File: src/rgbhls_pkg.sv
// ----------------------------------------------------------------------------
// rgbhls_pkg: shared types and constants for the RGB to HLS converter
// Fixed-point formats, divider lane widths and the cell payload type.
// ----------------------------------------------------------------------------
package rgbhls_pkg;

  localparam int unsigned CH_W          = 8;
  localparam int unsigned HUE_FRAC_BITS = 6;
  localparam int unsigned LS_FRAC_BITS  = 12;
  localparam int unsigned HUE_W         = 15;
  localparam int unsigned LS_W          = 13;

  // Quotient bits per divide, one per cell.
  localparam int unsigned QUOT_W  = HUE_W;
  localparam int unsigned N_CELLS = QUOT_W;
  localparam int unsigned DEN_W   = CH_W + 1;
  localparam int unsigned ACC_W   = DEN_W + QUOT_W;

  localparam int unsigned SUM_FULL = 510;
  localparam int unsigned SUM_HALF = 255;
  localparam int unsigned DEG_FULL = 360;
  localparam int unsigned DEG_GRN  = 120;
  localparam int unsigned DEG_BLU  = 240;
  localparam int unsigned DEG_SEC  = 60;

  // floor(y / 255) = (y * LIGHT_RECIP) >> LIGHT_SHIFT for y <= 4080
  localparam int unsigned LIGHT_RECIP = 4113;
  localparam int unsigned LIGHT_SHIFT = 20;

  typedef enum logic [1:0] {
    DOM_RED   = 2'd0,
    DOM_GREEN = 2'd1,
    DOM_BLUE  = 2'd2
  } dom_e;

  // acc holds {partial remainder, numerator bits not yet used / quotient bits}
  typedef struct packed {
    logic [ACC_W-1:0] acc;
    logic [DEN_W-1:0] den;
  } lane_t;

  typedef struct packed {
    lane_t            hue;
    logic [LS_W-1:0]  light;
    lane_t            sat;
  } work_t;

endpackage

File: src/rgbhls_prep.sv
// ----------------------------------------------------------------------------
// rgbhls_prep: front stage of the converter
// Finds min, max and dominant channel, forms lightness and loads the hue and
// saturation divider lanes.
// ----------------------------------------------------------------------------
module rgbhls_prep (
  input  logic                     clk_i,
  input  logic                     rst_ni,
  input  logic                     valid_i,
  input  logic [rgbhls_pkg::CH_W-1:0] red_i,
  input  logic [rgbhls_pkg::CH_W-1:0] green_i,
  input  logic [rgbhls_pkg::CH_W-1:0] blue_i,
  output logic                     valid_o,
  output rgbhls_pkg::work_t        work_o
);
  import rgbhls_pkg::*;

  logic [CH_W-1:0]     mn, mx, dlt;
  dom_e                dom;
  logic [DEN_W-1:0]    sum, sat_den;
  logic signed [DEN_W-1:0] diff;
  logic [16:0]         off_d, full_d;
  logic signed [18:0]  total, diff_w;
  logic [16:0]         hue_tot;
  logic [11:0]         sum8;
  logic [24:0]         lprod;
  logic                grey;
  logic                valid_q;
  work_t               work_d, work_q;

  always_comb begin
    if (red_i < green_i) begin
      mn  = red_i;
      mx  = green_i;
      dom = DOM_GREEN;
    end else begin
      mn  = green_i;
      mx  = red_i;
      dom = DOM_RED;
    end
    if (blue_i < mn) begin
      mn = blue_i;
    end else if (blue_i > mx) begin
      mx  = blue_i;
      dom = DOM_BLUE;
    end

    dlt     = mx - mn;
    grey    = (dlt == '0);
    sum     = DEN_W'(mn) + DEN_W'(mx);
    sat_den = (sum <= DEN_W'(SUM_HALF)) ? sum : DEN_W'(SUM_FULL) - sum;
    full_d  = 17'(DEG_FULL) * 17'(dlt);

    case (dom)
      DOM_RED: begin
        diff  = $signed(DEN_W'(green_i)) - $signed(DEN_W'(blue_i));
        off_d = full_d;
      end
      DOM_GREEN: begin
        diff  = $signed(DEN_W'(blue_i)) - $signed(DEN_W'(red_i));
        off_d = 17'(DEG_GRN) * 17'(dlt);
      end
      DOM_BLUE: begin
        diff  = $signed(DEN_W'(red_i)) - $signed(DEN_W'(green_i));
        off_d = 17'(DEG_BLU) * 17'(dlt);
      end
      default: begin
        diff  = '0;
        off_d = '0;
      end
    endcase

    diff_w = 19'(diff);
    total  = $signed({2'b00, off_d}) + diff_w * 19'sd60;
    if (total >= $signed({2'b00, full_d})) begin
      total = total - $signed({2'b00, full_d});
    end
    hue_tot = total[16:0];

    // sum * 2^11 / 255 = 8 * sum + 8 * sum / 255
    sum8  = {sum, 3'b000};
    lprod = 25'(sum8) * 25'(LIGHT_RECIP);
    work_d.light = LS_W'(sum8) + LS_W'(lprod[24:LIGHT_SHIFT]);
    if (grey) begin
      work_d.hue.acc = '0;
      work_d.hue.den = DEN_W'(1);
      work_d.sat.acc = '0;
      work_d.sat.den = DEN_W'(1);
    end else begin
      work_d.hue.acc = ACC_W'(hue_tot) << HUE_FRAC_BITS;
      work_d.hue.den = DEN_W'(dlt);
      work_d.sat.acc = ACC_W'(dlt) << LS_FRAC_BITS;
      work_d.sat.den = sat_den;
    end
  end

  always_ff @(posedge clk_i or negedge rst_ni) begin
    if (!rst_ni) begin
      valid_q <= 1'b0;
    end else begin
      valid_q <= valid_i;
    end
  end

  always_ff @(posedge clk_i) begin
    work_q <= work_d;
  end

  assign valid_o = valid_q;
  assign work_o  = work_q;

endmodule

File: src/rgbhls_div_cell.sv
// ----------------------------------------------------------------------------
// rgbhls_div_cell: one restoring-division step on the hue and saturation lanes
// Produces one quotient bit per lane; lightness rides along unchanged.
// ----------------------------------------------------------------------------
module rgbhls_div_cell (
  input  logic              clk_i,
  input  logic              rst_ni,
  input  logic              valid_i,
  input  rgbhls_pkg::work_t work_i,
  output logic              valid_o,
  output rgbhls_pkg::work_t work_o
);
  import rgbhls_pkg::*;

  function automatic lane_t div_step(input lane_t ln);
    logic [DEN_W:0] trial;
    logic [DEN_W:0] rem;
    lane_t          res;
    trial = {ln.acc[ACC_W-1:QUOT_W], ln.acc[QUOT_W-1]};
    if (trial >= {1'b0, ln.den}) begin
      rem = trial - {1'b0, ln.den};
      res.acc = {rem[DEN_W-1:0], ln.acc[QUOT_W-2:0], 1'b1};
    end else begin
      res.acc = {trial[DEN_W-1:0], ln.acc[QUOT_W-2:0], 1'b0};
    end
    res.den = ln.den;
    return res;
  endfunction

  logic  valid_q;
  work_t work_d, work_q;

  always_comb begin
    work_d.hue   = div_step(work_i.hue);
    work_d.light = work_i.light;
    work_d.sat   = div_step(work_i.sat);
  end

  always_ff @(posedge clk_i or negedge rst_ni) begin
    if (!rst_ni) begin
      valid_q <= 1'b0;
    end else begin
      valid_q <= valid_i;
    end
  end

  always_ff @(posedge clk_i) begin
    work_q <= work_d;
  end

  assign valid_o = valid_q;
  assign work_o  = work_q;

endmodule

File: src/rgb_to_hls_pixel_top.sv
// ----------------------------------------------------------------------------
// rgb_to_hls_pixel_top: per-pixel RGB to hue / lightness / saturation
// Front stage plus a row of divider cells, one quotient bit per cell.
// ----------------------------------------------------------------------------
// Usage:
//   Drive red_in_i, green_in_i, blue_in_i and pulse start. A request is taken
//   on every edge with start high; busy is always low, so one pixel can be
//   issued every cycle.
//   Each request yields exactly one result, shown for one cycle with done_o
//   high: hue_out_o (degrees, 6 fraction bits), lightness_out_o and
//   saturation_out_o (12 fraction bits, 4096 = 1.0). Grey pixels give zero
//   hue and saturation.
//   The pipeline is one front stage (min/max, lightness, numerators)
//   and 15 divider cells, each resolving one quotient bit of the hue and
//   saturation divides.
//   Throughput is one pixel per cycle; results leave in request order.
//   The receiver cannot stall; done_o must be sampled when it is high.
//   Reset clears all valid flags; requests in flight are dropped.
// ----------------------------------------------------------------------------
module rgb_to_hls_pixel_top (
  input  logic                         clk_i,
  input  logic                         rst_ni,
  input  logic                         start,
  output logic                         busy,
  input  logic [rgbhls_pkg::CH_W-1:0]  red_in_i,
  input  logic [rgbhls_pkg::CH_W-1:0]  green_in_i,
  input  logic [rgbhls_pkg::CH_W-1:0]  blue_in_i,
  output logic                         done_o,
  output logic [rgbhls_pkg::HUE_W-1:0] hue_out_o,
  output logic [rgbhls_pkg::LS_W-1:0]  lightness_out_o,
  output logic [rgbhls_pkg::LS_W-1:0]  saturation_out_o
);
  import rgbhls_pkg::*;

  logic  valid_c [N_CELLS+1];
  work_t work_c  [N_CELLS+1];

  assign busy = 1'b0;

  rgbhls_prep u_prep (
    .clk_i   (clk_i),
    .rst_ni  (rst_ni),
    .valid_i (start && !busy),
    .red_i   (red_in_i),
    .green_i (green_in_i),
    .blue_i  (blue_in_i),
    .valid_o (valid_c[0]),
    .work_o  (work_c[0])
  );

  for (genvar i = 0; i < N_CELLS; i++) begin : g_cell
    rgbhls_div_cell u_cell (
      .clk_i   (clk_i),
      .rst_ni  (rst_ni),
      .valid_i (valid_c[i]),
      .work_i  (work_c[i]),
      .valid_o (valid_c[i+1]),
      .work_o  (work_c[i+1])
    );
  end

  assign done_o           = valid_c[N_CELLS];
  assign hue_out_o        = work_c[N_CELLS].hue.acc[HUE_W-1:0];
  assign lightness_out_o  = work_c[N_CELLS].light;
  assign saturation_out_o = work_c[N_CELLS].sat.acc[LS_W-1:0];

  a_latency : assert property (@(posedge clk_i) disable iff (!rst_ni)
    start && !busy |-> ##16 done_o)
    else $error("result missing 16 cycles after request");

  a_hue_range : assert property (@(posedge clk_i) disable iff (!rst_ni)
    done_o |-> hue_out_o < HUE_W'(23040))
    else $error("hue out of range");

  a_light_range : assert property (@(posedge clk_i) disable iff (!rst_ni)
    done_o |-> lightness_out_o <= LS_W'(4096) && saturation_out_o <= LS_W'(4096))
    else $error("lightness or saturation out of range");

  a_grey : assert property (@(posedge clk_i) disable iff (!rst_ni)
    done_o && saturation_out_o == '0 |-> hue_out_o == '0)
    else $error("zero saturation with nonzero hue");

endmodule
File: config.mk
export PLATFORM = sky130hd
export DESIGN_NAME = rgb_to_hls_pixel_top
export DESIGN_NICKNAME = d
export VERILOG_FILES = /design/src/rgbhls_pkg.sv /design/src/rgbhls_prep.sv /design/src/rgbhls_div_cell.sv /design/src/rgb_to_hls_pixel_top.sv
export SDC_FILE = /design/constraint.sdc
export NUM_CORES = 2
export LEC_CHECK = 0
export BUFFER_PORTS_ARGS = -buffer_cell sky130_fd_sc_hd__buf_2
export CORE_MARGIN = 1.5
export CORE_UTILIZATION = 45
export CTS_BUF_LIST = sky130_fd_sc_hd__clkbuf_16
export DETAILED_ROUTE_END_ITERATION = 12
export GPL_TIMING_DRIVEN = 0
export PLACE_DENSITY = 0.59
export SYNTH_ARGS = -nofsm -noshare
export SYNTH_HDL_FRONTEND = slang
export SYNTH_HIERARCHICAL = 1
export SYNTH_SLANG_ARGS = --single-unit
File: constraint.sdc
create_clock -name clk_i -period 2.5 [get_ports clk_i]
set_input_delay 0.25 -clock clk_i [delete_from_list [all_inputs] [get_ports clk_i]]
set_output_delay 0.25 -clock clk_i [all_outputs]
set_load 0.01 [all_outputs]
# Word-level counts from Yosys, hierarchy flattened
# Cells that the tools add are included.
# word_totals
register_bits,1219
elab_cells,218
out_inout_bits,43
# op_classes
n_addsub,37
mul,5
muxes,42
magnitude_cmp,35
n_eq_ne,2
reduce_logical,2
# op_table
op,n
$mux W24,28
$ge A10 B9 Y1,28
$sub A9 B9 Y9,28
$pmux W17 S3,1
$mux W8,5
$pmux W9 S3,1
$sub A8 B8 Y9,3
$mul A4 B8 Y12 const A,2
$mul A9 B13 Y22 const B,1
$add A18 B16 Y19,1
$ge A19 B18 Y1,1
$mux W17,1
$sub A17 B17 Y17,1
$lt A8 B8 Y1,2
$mul A6 B8 Y14 const A,1
$mul A9 B5 Y14 const B,1
$add A12 B5 Y13,1
$add A8 B8 Y9,1
$ge A6 B9 Y1,1
$ge A9 B9 Y1,1
$le A9 B8 Y1 const B,1
$mux W9,1
$sub A9 B9 Y9 const A,1
$gt A8 B8 Y1,1
7 further kinds,10

# Longest topological paths before layout
# depth
ltp_word,11
ltp_mapped,59
mapped_depth_nobuf,57

# Modules after synthesis
# Netlist, hierarchy kept.
# by_module_without_submodules
module,area_each_um2,n_inst,cells_each
rgbhls_div_cell at g_cell[0].u_cell ...,2653.8,13,223
rgbhls_prep,8869.8,1,1155
rgbhls_div_cell at g_cell[13].u_cell,2932.8,1,252
rgbhls_div_cell at g_cell[7].u_cell,2646.3,1,222
rgb_to_hls_pixel_top,11.3,1,2

# Worst setup path before layout
# OpenSTA, ideal clock, no wires.
# synth_timing
path_kind,input to register
startpoint,input port green_in_i[6] (netlist name)
endpoint,"register u_prep.work_q, in the netlist u_prep/work_o[65]"
arrival_time_ns,10.775
setup_time_ns,0.123
stages,52
t_required_ns,2.377
setup_slack_ns,-8.398
n_path_buf,5
path_cell_list,inv_1 ha_1 a21o_1 or2_1 o21a_1 nor2_1 clkbuf_1 clkbuf_1 a21oi_1 ha_1 o21a_1 a211oi_2 a41oi_1 nand3_1 clkbuf_1 buf_1 nor2_1 a21oi_1 [... 16 more ...] o21bai_1 a21oi_1 xnor2_1 o21ai_0 a21oi_1 nor2_1 ha_1 or3_1 o31ai_1 xnor2_1 ha_1 clkbuf_1 and4_1 o31ai_1 o211ai_1 o211ai_1 mux2_4 mux2_1
# synth_between
elab_chain_len,11
elab_cells_between_ends,28
classes_between,add/sub (5); mul (4); order compare (4); eq/ne (2); mux (11); reduce/logical (2)
# synth_rtl
item,line_no,rtl
from (decl),rgb_to_hls_pixel_top.sv:26,"input logic [rgbhls_pkg::CH_W-1:0] green_in_i,"
$lt A8 B8 Y1,rgbhls_prep.sv:32,if (red_i < green_i) begin
$mux W8,rgbhls_prep.sv:32,
$gt A8 B8 Y1,rgbhls_prep.sv:43,end else if (blue_i > mx) begin
$mux W8 / $mux W2 (equally long branches),rgbhls_prep.sv:43,
$mux W8 / $mux W2 (equally long branches),rgbhls_prep.sv:41,if (blue_i < mn) begin
"$sub A8 B8 Y8, or another cell as far along",rgbhls_prep.sv:48,dlt = mx - mn;
"$mul A4 B8 Y12, or another cell as far along","rgbhls_prep.sv:61, rgbhls_prep.sv:65",
$pmux W17 S3 / $mul A9 B5 Y14 (equally long branches),"rgbhls_prep.sv:54, rgbhls_prep.sv:74",
$add A18 B16 Y19,rgbhls_prep.sv:74,"total = $signed({2'b00, off_d}) + diff_w * 19'sd60;"
$sub A17 B17 Y17 / $ge A19 B18 Y1 (equally long branches),"rgbhls_prep.sv:76, rgbhls_prep.sv:75",
$mux W17,rgbhls_prep.sv:75,"if (total >= $signed({2'b00, full_d})) begin"
to (signal assigned),rgbhls_prep.sv:106,work_q <= work_d;
to (decl),rgbhls_prep.sv:29,"work_t work_d, work_q;"
# Parallel ways exist; a longest one is shown, timed or not.
# A chain may end at the register's enable or synchronous reset.

# Worst setup path after layout
# Same ends and word-level chain as after synthesis.

==> impl_metrics.ini <==
[timing]
slew_headroom_pct = 29.3
rsz0062_at_grt = yes
drv_slew = 0
fmax_ghz = 0.102
hold_ws_ps = 167
fin_crit_ps = 9770
finalHoldViolCount = 0
setup_violations = 45
period_share_pct = 391
fin_ws_ps = -7270
finClkSkew_ps = 51.0
worst_slew_pin_slew_ps = 1050

[worst_setup_path]
arrival_ps = 10360
end_kind = register
critical-path-max-stage-delay_ps = 530
crit_path_frequent_cell = ha_4
r2r_cells = 8
path_max_fanout = 7
crit_type = in2reg
cp_slowest_cell = fa_1
worstPathRequired_ps = 3090
startpoint_type = input pin

[cells_and_area]
multi_input_area_mm2 = 0.0221
fin_nets = 5255
final_cell_mix = dfxtp_1 (1164), inv_1 (535), ha_1 (412)
final_common_cell = dfxtp_1
seqCellArea_mm2 = 0.0237
drive_gt1_share_pct = 17.7
antenna_cells = 0
syn_to_final_growth_pct = 18.0
nFillCells = 9136
final_area_mm2 = 0.0556

[die]
die_h_um = 327
rows = 118
start_util_pct = 45.5
io_pins = 70
die_width_um = 327
die_area_mm2 = 0.107
coreArea_mm2 = 0.104

[drt]
drtPass1Iterations = 5
wirelength_um = 85300
ant_nets = 0
drt_drc_violations_left = 0
vias_per_cell = 4.89
first_iter_violations = 1263
num_vias = 30300
route.detailed.wl_per_inst_um = 13.8

[synth]
syn_area_mm2 = 0.0471
synth_area_per_cell_um2 = 10.7
synth_warnings = 6
synth_cells = 4387

[worst_hold_path]
min_path_type = in2reg
holdPathStages = 2

[place]
portBuffers = 68
gp_congestion = 0.869
placed_cell_area_mm2 = 0.0497
hpwl_um = 63200

[outcome]
violations = setup timing
status = finished, violations left

[clocking]
clkTransAtPathRegs_ps = 60
root_buffer = clkbuf_16
clock_path_buffers = 3
cts.sinks = 1181
cts_made_buffers = 115
cts.htree.levels = 3
cts_tree = done
clkLatencyLatePin_ps = 720

[grt]
grtUsageTotal_pct = 15.9
gr-total-overflow = 0
grt_pass1_vias = 30400
grt_antenna_before_repair = 0
grt_pass1_wl_um = 142000
grt_max_degree = 20

[job]
cap_violations = 0
## layer usage
metal  track usage [%]  routed length, µm  vias up
li1                  -                  -    15600
met1              18.0              36600    14100
met2              29.4              43000      433
met3              2.71               2770      192
met4              6.46               2820        0
met5                 0                  0        -
## repair_timing
action	CTS	global route
endpoints found under the hold margin	17	0
gates resized for setup	128	87
pin swaps	94	108
setup buffers	80	45
setup endpoints to repair	61	192
hold buffers	3	0
cloned	1	0
## sequential cells by signal, summed over array words and instances, names as in the netlist
signal and cells:
g_cell.u_cell/work_o 1120, u_prep/work_o 45, g_cell.u_cell/valid_o 15, u_prep/valid_o 1
## cell type report
class | instances | share of cell area, %
clock buffer | 115 | 5.18
sequential | 1181 | 42.7
inverter | 543 | 3.72
multi-input combinational | 2607 | 39.8
tap | 1380 | 3.11
clock inverter | 103 | 1.85
timing repair buffer | 197 | 2.56
buffer | 75 | 1.16
## per-stage QoR
step	TNS (ps)	cells	utilization, %	setup slack, ps
finish	-216990	6201	53.6	-7270
floorplan	-218710	4412	-	-7340
detailed placement	-297840	5860	47.9	-9490
CTS	-214890	6157	52.9	-7220
global route	-232160	6201	53.6	-7630
global placement	-298570	5860	47.9	-9550
## worst paths after layout
path	from	slack (ps)	end
worst min-delay path	start	170	u_prep/valid_o
worst max-delay path	green_in_i[6]	-7270	u_prep/work_o[65]
worst min register to register	g_cell[3].u_cell/work_o[64]	290	g_cell[4].u_cell/work_o[65]
min in group asynchronous	rst_ni	630	u_prep/valid_o
worst max register to register	g_cell[12].u_cell/work_o[46]	90	g_cell[13].u_cell/work_o[76]
max in group asynchronous	rst_ni	1390	g_cell[14].u_cell/valid_o
## worst max-delay path, delay by kind of cell
family                   cells  cell delay, ps
AND/OR/NAND/NOR             10            1520
buffers and inverters        9             960
adder cells (fa/ha/maj)      9            2880
XOR/XNOR                     4             740
AO/OA/AOI/OAI               20            3470
multiplexers                 2             490
Power is not shown: default switching activity piles up to over one toggle a cycle in this logic, so the estimate is an artifact.
